$ cat src/design/utf8_stream_sanitizer_core_defines.svh
// Assertion macros shared by the sanitizer RTL.
`ifndef UTF8_STREAM_SANITIZER_CORE_DEFINES_SVH
`define UTF8_STREAM_SANITIZER_CORE_DEFINES_SVH

`ifndef NO_ASSERTIONS
// Same-cycle implication, disabled in reset.
`define UTF8SS_ASSERT_NOW(label, clk, rst_n, ante, cons) \
    label: assert property (@(posedge clk) disable iff (!rst_n) (ante) |-> (cons)) \
        else $error("utf8ss assertion failed");
// Next-cycle implication, disabled in reset.
`define UTF8SS_ASSERT_NEXT(label, clk, rst_n, ante, cons) \
    label: assert property (@(posedge clk) disable iff (!rst_n) (ante) |=> (cons)) \
        else $error("utf8ss assertion failed");
`else
`define UTF8SS_ASSERT_NOW(label, clk, rst_n, ante, cons)
`define UTF8SS_ASSERT_NEXT(label, clk, rst_n, ante, cons)
`endif

`endif

$ cat src/design/utf8ss_pkg.sv
// Types and constants shared by the UTF-8 stream sanitizer modules.
`timescale 1ns / 1ps

package utf8ss_pkg;

    // One input transaction.
    typedef struct packed {
        logic [7:0] text_byte;
        logic       end_of_text;
    } utf8ss_in_t;

    // One result transaction.
    typedef struct packed {
        logic [7:0] out_byte;
        logic       last_of_run;
        logic       text_done;
        logic       replaced;
    } utf8ss_out_t;

    // A run of output bytes, right-aligned in seq, first byte most significant.
    typedef struct packed {
        logic [31:0] seq;
        logic [1:0]  last_idx;
        logic        repl;
        logic        done;
    } utf8ss_run_t;

    localparam int unsigned QUEUE_DEPTH = 4;
    localparam int unsigned QIDX_W      = $clog2(QUEUE_DEPTH);
    localparam int unsigned QCNT_W      = $clog2(QUEUE_DEPTH + 1);

    localparam logic [31:0] REPL_SEQ      = 32'h00EF_BFBD;
    localparam logic [1:0]  REPL_LAST_IDX = 2'd2;

endpackage

$ cat src/design/utf8_stream_sanitizer_core.sv
// Top level of the UTF-8 stream sanitizer.
`timescale 1ns / 1ps
`include "utf8_stream_sanitizer_core_defines.svh"

// Cleans a UTF-8 byte stream one byte per cycle. A byte is accepted in any
// cycle in which full is low; full rises only when the four-entry run queue
// between the front end and the byte emitter is full. Each accepted byte
// yields zero to four output bytes (a valid sequence, or EF BF BD for a bad
// lead byte, an invalid sequence or a sequence cut short by end_of_text).
// Output leaves from the output register at one byte per cycle while pop is
// held high; the run of an accepted byte is written into the run queue and its
// bytes then load into the output register as it frees up. After a
// byte with end_of_text set, the next byte starts a new text.
module utf8_stream_sanitizer_core (
    input  logic                    clk,
    input  logic                    rst_n,
    input  logic                    push,
    output logic                    full,
    input  utf8ss_pkg::utf8ss_in_t  item,
    output logic                    empty,
    input  logic                    pop,
    output utf8ss_pkg::utf8ss_out_t result
);
    import utf8ss_pkg::*;

    logic        q_push;
    logic        q_pop;
    logic        q_full;
    logic        q_empty;
    utf8ss_run_t q_wdata;
    utf8ss_run_t q_head;

    assign full = q_full;

    utf8ss_front u_front (
        .clk      (clk),
        .rst_n    (rst_n),
        .push     (push),
        .item     (item),
        .q_full   (q_full),
        .run_push (q_push),
        .run      (q_wdata)
    );

    utf8ss_queue u_queue (
        .clk     (clk),
        .rst_n   (rst_n),
        .q_push  (q_push),
        .q_wdata (q_wdata),
        .q_pop   (q_pop),
        .q_head  (q_head),
        .q_full  (q_full),
        .q_empty (q_empty)
    );

    utf8ss_back u_back (
        .clk     (clk),
        .rst_n   (rst_n),
        .q_head  (q_head),
        .q_empty (q_empty),
        .q_pop   (q_pop),
        .result  (result),
        .empty   (empty),
        .pop     (pop)
    );

    `UTF8SS_ASSERT_NOW(a_push_has_room, clk, rst_n, q_push, !q_full)
    `UTF8SS_ASSERT_NOW(a_pop_has_run, clk, rst_n, q_pop, !q_empty)
    `UTF8SS_ASSERT_NOW(a_done_ends_run, clk, rst_n, !empty && result.text_done, result.last_of_run)
    `UTF8SS_ASSERT_NOW(a_repl_ends_bd, clk, rst_n, !empty && result.replaced && result.out_byte == 8'hBD, result.last_of_run)

endmodule

$ cat src/design/utf8ss_front.sv
// Front end: accepts text bytes, assembles sequences and classifies each run.
`timescale 1ns / 1ps

module utf8ss_front (
    input  logic                   clk,
    input  logic                   rst_n,
    input  logic                   push,
    input  utf8ss_pkg::utf8ss_in_t item,
    input  logic                   q_full,
    output logic                   run_push,
    output utf8ss_pkg::utf8ss_run_t run
);
    import utf8ss_pkg::*;

    function automatic logic [2:0] lead_len(input logic [7:0] b);
        logic [2:0] len;
        priority if (b[7] == 1'b0)       len = 3'd1;
        else if (b[7:5] == 3'b110)        len = 3'd2;
        else if (b[7:4] == 4'b1110)       len = 3'd3;
        else if (b[7:3] == 5'b11110)      len = 3'd4;
        else                              len = 3'd0;
        return len;
    endfunction

    function automatic logic valid_seq(input logic [31:0] e);
        logic ok;
        priority if (e <= 32'h0000_007F)
            ok = 1'b1;
        else if (e >= 32'h0000_C280 && e <= 32'h0000_DFBF)
            ok = (e & 32'h0000_E0C0) == 32'h0000_C080;
        else if (e >= 32'h00ED_A080 && e <= 32'h00ED_BFBF)
            ok = 1'b0;
        else if (e >= 32'h00E0_A080 && e <= 32'h00EF_BFBF)
            ok = (e & 32'h00F0_C0C0) == 32'h00E0_8080;
        else if (e >= 32'hF090_8080 && e <= 32'hF48F_BFBF)
            ok = (e & 32'hF8C0_C0C0) == 32'hF080_8080;
        else
            ok = 1'b0;
        return ok;
    endfunction

    logic [23:0] part_reg, part_next;
    logic [2:0]  exp_reg, exp_next;
    logic [1:0]  coll_reg, coll_next;

    logic        accept;
    logic [2:0]  len;
    logic [2:0]  held;
    logic [2:0]  len_m1;
    logic [31:0] e;

    assign accept = push && !q_full;
    assign len    = lead_len(item.text_byte);
    assign held   = {1'b0, coll_reg} + 3'd1;
    assign len_m1 = exp_reg - 3'd1;
    assign e      = {part_reg, item.text_byte};

    always_comb
    begin
        part_next    = part_reg;
        exp_next     = exp_reg;
        coll_next    = coll_reg;
        run_push     = 1'b0;
        run.seq      = REPL_SEQ;
        run.last_idx = REPL_LAST_IDX;
        run.repl     = 1'b1;
        run.done     = item.end_of_text;

        if (accept)
        begin
            if (exp_reg == 3'd0)
            begin
                if (len == 3'd0)
                begin
                    run_push = 1'b1;
                end
                else if (len == 3'd1)
                begin
                    run_push     = 1'b1;
                    run.seq      = {24'd0, item.text_byte};
                    run.last_idx = 2'd0;
                    run.repl     = 1'b0;
                end
                else
                begin
                    part_next = {16'd0, item.text_byte};
                    exp_next  = len;
                    coll_next = 2'd1;
                end
            end
            else if (held >= exp_reg)
            begin
                run_push = 1'b1;
                if (valid_seq(e))
                begin
                    run.seq      = e;
                    run.last_idx = len_m1[1:0];
                    run.repl     = 1'b0;
                end
                part_next = 24'd0;
                exp_next  = 3'd0;
                coll_next = 2'd0;
            end
            else
            begin
                part_next = {part_reg[15:0], item.text_byte};
                coll_next = held[1:0];
            end

            // End of text: drop an open sequence with a replacement run.
            if (item.end_of_text)
            begin
                if (exp_next != 3'd0)
                begin
                    run_push = 1'b1;
                end
                part_next = 24'd0;
                exp_next  = 3'd0;
                coll_next = 2'd0;
            end
        end
    end

    always_ff @(posedge clk or negedge rst_n)
    begin
        if (!rst_n)
        begin
            part_reg <= 24'd0;
            exp_reg  <= 3'd0;
            coll_reg <= 2'd0;
        end
        else
        begin
            part_reg <= part_next;
            exp_reg  <= exp_next;
            coll_reg <= coll_next;
        end
    end

endmodule

$ cat src/design/utf8ss_queue.sv
// Short run queue between the front end and the byte emitter.
`timescale 1ns / 1ps

module utf8ss_queue (
    input  logic                    clk,
    input  logic                    rst_n,
    input  logic                    q_push,
    input  utf8ss_pkg::utf8ss_run_t q_wdata,
    input  logic                    q_pop,
    output utf8ss_pkg::utf8ss_run_t q_head,
    output logic                    q_full,
    output logic                    q_empty
);
    import utf8ss_pkg::*;

    utf8ss_run_t       slot_reg [QUEUE_DEPTH];
    logic [QIDX_W-1:0] wr_ptr_reg, wr_ptr_next;
    logic [QIDX_W-1:0] rd_ptr_reg, rd_ptr_next;
    logic [QCNT_W-1:0] count_reg, count_next;

    assign q_full  = count_reg == QCNT_W'(QUEUE_DEPTH);
    assign q_empty = count_reg == '0;
    assign q_head  = slot_reg[rd_ptr_reg];

    always_comb
    begin
        wr_ptr_next = wr_ptr_reg;
        rd_ptr_next = rd_ptr_reg;
        count_next  = count_reg;
        if (q_push)
        begin
            wr_ptr_next = (wr_ptr_reg == QIDX_W'(QUEUE_DEPTH - 1)) ? '0
                                                                    : wr_ptr_reg + QIDX_W'(1);
        end
        if (q_pop)
        begin
            rd_ptr_next = (rd_ptr_reg == QIDX_W'(QUEUE_DEPTH - 1)) ? '0
                                                                    : rd_ptr_reg + QIDX_W'(1);
        end
        unique case ({q_push, q_pop})
            2'b10:   count_next = count_reg + QCNT_W'(1);
            2'b01:   count_next = count_reg - QCNT_W'(1);
            default: count_next = count_reg;
        endcase
    end

    always_ff @(posedge clk)
    begin
        if (q_push)
        begin
            slot_reg[wr_ptr_reg] <= q_wdata;
        end
    end

    always_ff @(posedge clk or negedge rst_n)
    begin
        if (!rst_n)
        begin
            wr_ptr_reg <= '0;
            rd_ptr_reg <= '0;
            count_reg  <= '0;
        end
        else
        begin
            wr_ptr_reg <= wr_ptr_next;
            rd_ptr_reg <= rd_ptr_next;
            count_reg  <= count_next;
        end
    end

endmodule

$ cat src/design/utf8ss_back.sv
// Back end: expands queued runs into bytes through an output register.
`timescale 1ns / 1ps

module utf8ss_back (
    input  logic                    clk,
    input  logic                    rst_n,
    input  utf8ss_pkg::utf8ss_run_t q_head,
    input  logic                    q_empty,
    output logic                    q_pop,
    output utf8ss_pkg::utf8ss_out_t result,
    output logic                    empty,
    input  logic                    pop
);
    import utf8ss_pkg::*;

    logic [1:0]  idx_reg, idx_next;
    utf8ss_out_t out_reg, out_next;
    logic        valid_reg, valid_next;

    logic        load;
    logic        at_last;
    logic [1:0]  shift;
    logic [7:0]  sel_byte;

    assign load    = (!valid_reg || pop) && !q_empty;
    assign at_last = idx_reg == q_head.last_idx;
    assign shift   = q_head.last_idx - idx_reg;
    assign q_pop   = load && at_last;
    assign result  = out_reg;
    assign empty   = !valid_reg;

    always_comb
    begin
        unique case (shift)
            2'd0:    sel_byte = q_head.seq[7:0];
            2'd1:    sel_byte = q_head.seq[15:8];
            2'd2:    sel_byte = q_head.seq[23:16];
            default: sel_byte = q_head.seq[31:24];
        endcase
    end

    always_comb
    begin
        idx_next   = idx_reg;
        out_next   = out_reg;
        valid_next = valid_reg;
        if (load)
        begin
            out_next.out_byte    = sel_byte;
            out_next.last_of_run = at_last;
            out_next.text_done   = at_last && q_head.done;
            out_next.replaced    = q_head.repl;
            valid_next           = 1'b1;
            // Advance within the run, restart at the next one.
            idx_next             = at_last ? 2'd0 : idx_reg + 2'd1;
        end
        else if (pop)
        begin
            valid_next = 1'b0;
        end
    end

    always_ff @(posedge clk)
    begin
        out_reg <= out_next;
    end

    always_ff @(posedge clk or negedge rst_n)
    begin
        if (!rst_n)
        begin
            idx_reg   <= 2'd0;
            valid_reg <= 1'b0;
        end
        else
        begin
            idx_reg   <= idx_next;
            valid_reg <= valid_next;
        end
    end

endmodule

$ cat config.mk
export PLATFORM = sky130hd
export DESIGN_NAME = utf8_stream_sanitizer_core
export DESIGN_NICKNAME = d
export VERILOG_FILES = /design/src/design/utf8ss_pkg.sv /design/src/design/utf8_stream_sanitizer_core.sv /design/src/design/utf8ss_front.sv /design/src/design/utf8ss_queue.sv /design/src/design/utf8ss_back.sv
export VERILOG_INCLUDE_DIRS = /design/src /design/src/design
export SDC_FILE = /design/constraint.sdc
export NUM_CORES = 1
export LEC_CHECK = 0
export ABC_AREA = 1
export BUFFER_PORTS_ARGS = -buffer_cell sky130_fd_sc_hd__buf_4
export CORE_ASPECT_RATIO = 1.75
export CORE_MARGIN = 8
export CORE_UTILIZATION = 30
export CTS_CLUSTER_SIZE = 10
export DETAILED_ROUTE_END_ITERATION = 10
export GPL_TIMING_DRIVEN = 0
export SLEW_MARGIN = 20
export SYNTH_ARGS = -nofsm -noshare
export SYNTH_HDL_FRONTEND = slang
export SYNTH_SLANG_ARGS = --single-unit
$ cat constraint.sdc
create_clock -name clk -period 4.35 [get_ports clk]
set_input_delay 0.435 -clock clk [delete_from_list [all_inputs] [get_ports clk]]
set_output_delay 0.435 -clock clk [all_outputs]
set_load 0.01 [all_outputs]
==> results by group <==
Run status
  – Status: complete, no violations

Floorplan
  – Std cell rows: 82
  – Chip Height: 240 µm
  – Die footprint: 34700 µm²
  – Chip width: 144 µm
  – Ports: 26
  – Initial Utilization: 30.3%
  – Core footprint: 28500 µm²

Worst setup path
  – Worst EP arrival: 4.34 ns
  – CP startpoint kind: flip-flop
  – WP data required: 4.66 ns
  – Crit path largest cell delay: 0.50 ns
  – Critical path endpoint category: flip-flop
  – Critical Path Start: u_queue.rd_ptr_reg[0]
  – CP max stage cell: ha_1
  – Max FO, Critical Path: 10
  – Buf/Inv on CP: 4
  – Reg-to-Reg Start: u_queue.rd_ptr_reg[0]
  – CP delay by family, top: buffers and inverters
  – CP Cell Sequence: buf_4 > clkbuf_1 > clkbuf_1 > a21oi_1 > a32o_1 > ha_1 > nand2_1 > nor2_1 > ha_1 > inv_1 > fa_1 > a21oi_1 > o21ai_0 > xor2_1
  – Crit Path Class: reg2reg

Placement
  – # placed instances: 1214
  – DP Area: 9460 µm²
  – Post-DP HPWL: 16.5 mm
  – GP Congestion: 0.899
  – Port Buffers: 25

Timing
  – Fin crit share: 92.7%
  – Setup Total Neg Slack: 0 ns
  – Min Tclk post-route: 4.03 ns
  – Clk_skew: 0.0110 ns
  – Hold Violations, Final: 0
  – Final Max Tran Viols: 0
  – Fmax: 248 MHz
  – Tightest Pin Transition: 0.753 ns
  – RSZ-0062 raised after global routing: no
  – Relative max-transition margin: 49.7%
  – Setup Viol. Count Final: 0

Layout
  – Max FFs per register: 144
  – Design Area, Final: 10100 µm²
  – Fin cells: 1247
  – Synthesis-to-layout area growth: 16.9%
  – Fin nets: 882
  – Proportion of layout cells with a drive suffix above 1: 11.0%
  – Ant diodes: 0
  – Post-layout util: 35.4%

Drt
  – ANT nets after route: 0
  – Met1 wire length: 7.99 mm
  – Highest routed layer: met4
  – Number of detailed-route iterations in the first pass: 5
  – Iter 0 DRT Violations: 541
  – Post-Route WL: 22.4 mm
  – Wire length on met3: 829 µm
  – Vias: 6041
  – Routed WL per cell: 18.0 µm
  – Metal2 WL: 12.6 mm
  – Vias per cell: 4.84
  – DRC Markers: 0

Synthesis
  – Synth Area in Compound Gates: 10.3%
  – Post-synthesis xor/xnor area fraction: 0.681%
  – Async set-reset flop share out of synthesis: 20.1%
  – Largest family of logic cells by synthesized area: simple AND/OR/NAND/NOR gates
  – Post-synth cell types: 45
  – Top cell type's share of synthesized area: 53.9%
  – Yosys reg bits: 194
  – Ys Warns: 0
  – Post-synthesis mux area share: 0%
  – Top FF cell, synth: edfxtp_1
  – Simple logic cell fraction of the synthesized area: 16.9%
  – Post-Synthesis Cells: 803
  – Adder-cell area share of the yosys netlist: 1.97%
  – Post-synth EDFFs: 155
  – Syn_area_per_cell: 10.8 µm²
  – Synth area leaders: edfxtp_1 (54%), dfrtp_1 (11%), nand2_1 (5.9%), o21ai_0 (4.7%), nor2_1 (3.6%)
  – Register area share after synthesis: 65.2%
  – Synthesized cell area: 8640 µm²
  – Largest area contributor in the netlist: edfxtp_1

Clocking
  – Reg clk slew, reported paths: 0.06 ns
  – Clock sink count: 194
  – CTS tree: done
  – Post-CTS repair timing setup buffer count: 0
  – Max Root-Sink Buffers: 2
  – Worst-skew pair later-pin latency: 0.43 ns
  – Total CTS buffers: 17
  – Post_cts resized: 0
  – Root Driver: clkbuf_16
  – Number of H-tree levels: 4

Power
  – Leak Pwr: 3.71 nW
  – Final Power: 7.49 mW
  – Ratio of total power to cell area: 741 nW/µm²
  – VDD IR max: 291 µV

Flow run
  – Max-cap viol count: 0

Hold path
  – HP Start: pop
  – Worst min-delay path class: in2reg

Global route
  – Overflow after GRT: 0
  – Tot GR Track Use: 13.3%
  – Largest net degree at the start of global routing: 40
  – Number of global-route vias before repair: 6003
  – Initial antenna violation count: 0
  – First-pass GRT wire length: 34.0 mm
==> cell usage in the layout, fill, tap and decap left out, types with 2 or more instances in the layout <==
cell type and instances:
inv_1 67, bufinv_16 4, buf_4 26, nand2_2 5, o21ai_1 3, buf_16 3
nor3_1 19, conb_1 4, nor2_4 6, o21ai_0 81, nand3_1 48, edfxtp_1 155
a21oi_1 19, nor2_1 79, nor2_8 2, clkbuf_16 18, inv_4 2, ha_1 12
nor2_2 4, dfrtp_1 39, nand3b_1 4, buf_6 4, nand2_1 136, o22ai_1 46
clkbuf_1 30, o32ai_1 3, xnor2_1 2, nand4_1 15, buf_2 3, inv_2 6
==> cell usage after synthesis (2+ instances only) <==
| cell type | n |
|---|---|
| nor2_2 | 4 |
| nor2_1 | 83 |
| nor3_1 | 19 |
| o22ai_1 | 46 |
| xnor2_1 | 2 |
| buf_6 | 3 |
| a21oi_1 | 19 |
| dfrtp_1 | 39 |
| inv_2 | 6 |
| nor2_4 | 2 |
| nand4_1 | 15 |
| nand3b_1 | 4 |
| edfxtp_1 | 155 |
| nand2_1 | 136 |
| ha_1 | 12 |
| nand2_2 | 5 |
| o21ai_1 | 3 |
| inv_1 | 67 |
| nor2_8 | 2 |
| buf_2 | 3 |
| nand3_1 | 48 |
| o32ai_1 | 3 |
| clkbuf_1 | 25 |
| o21ai_0 | 81 |
==> cell type report <==
class | instances | area [µm²]
clock inverter | 8 | 149
clock buffer | 24 | 483
tap | 378 | 473
buffer | 33 | 154
fill | 2875 | 18400
inverter | 73 | 274
multi-input combinational | 506 | 2630
timing repair buffer | 31 | 312
sequential | 194 | 5630
==> stage by stage <==
stage	hold slack [ns]	setup WS, ns
floorplan	0.139	0.528
global placement	0.448	-1.07
detailed placement	0.446	0.293
CTS	0.184	0.252
global route	0.186	0.0156
finish	0.200	0.318
==> path summary, 6_finish.rpt <==
check / slack, ns / endpoint / cells past startpoint
max in group asynchronous: 3.43 / u_front.part_reg[14] / 2
min: 0.20 / u_back.valid_reg / 2
min reg2reg: 0.49 / u_front.coll_reg[1] / 2
min in group asynchronous: 0.52 / u_back.idx_reg[0] / 2
max reg2reg: 0.32 / u_queue.count_reg[2] / 14
max: 0.32 / u_queue.count_reg[2] / 14
==> where the power goes <==
part	leakage (nW)	internal [mW]	switching, mW
sequential	1.91	2.61	0.160
clock	0.305	1.02	0.664
combinational	1.49	0.902	2.14
total	3.71	4.52	2.97
==> repair_timing <==
| item | in CTS | in global routing |
|---|---|---|
| hold buffers | 1 | 0 |
| hold endpoints to repair | 20 | 0 |
| setup endpoints to repair | 0 | 0 |
==> routing by layer <==
metal	track usage, %	vias to the layer above
met5	0	-
met1	13.0	2900
met3	2.31	43
li1	-	2923
met4	8.08	0
met2	25.2	175
==> logic make-up (layout without fill, tap and decap cells) <==
group           after synthesis  after routing
other cells                   1              4
flops                       194            194
simple gates                325            325
compound gates              159            159
buf+inv                     106            169
fa+ha+maj                    13             13
xor+xnor                      5              5
Note: power is estimated with default switching activity, not from simulation.
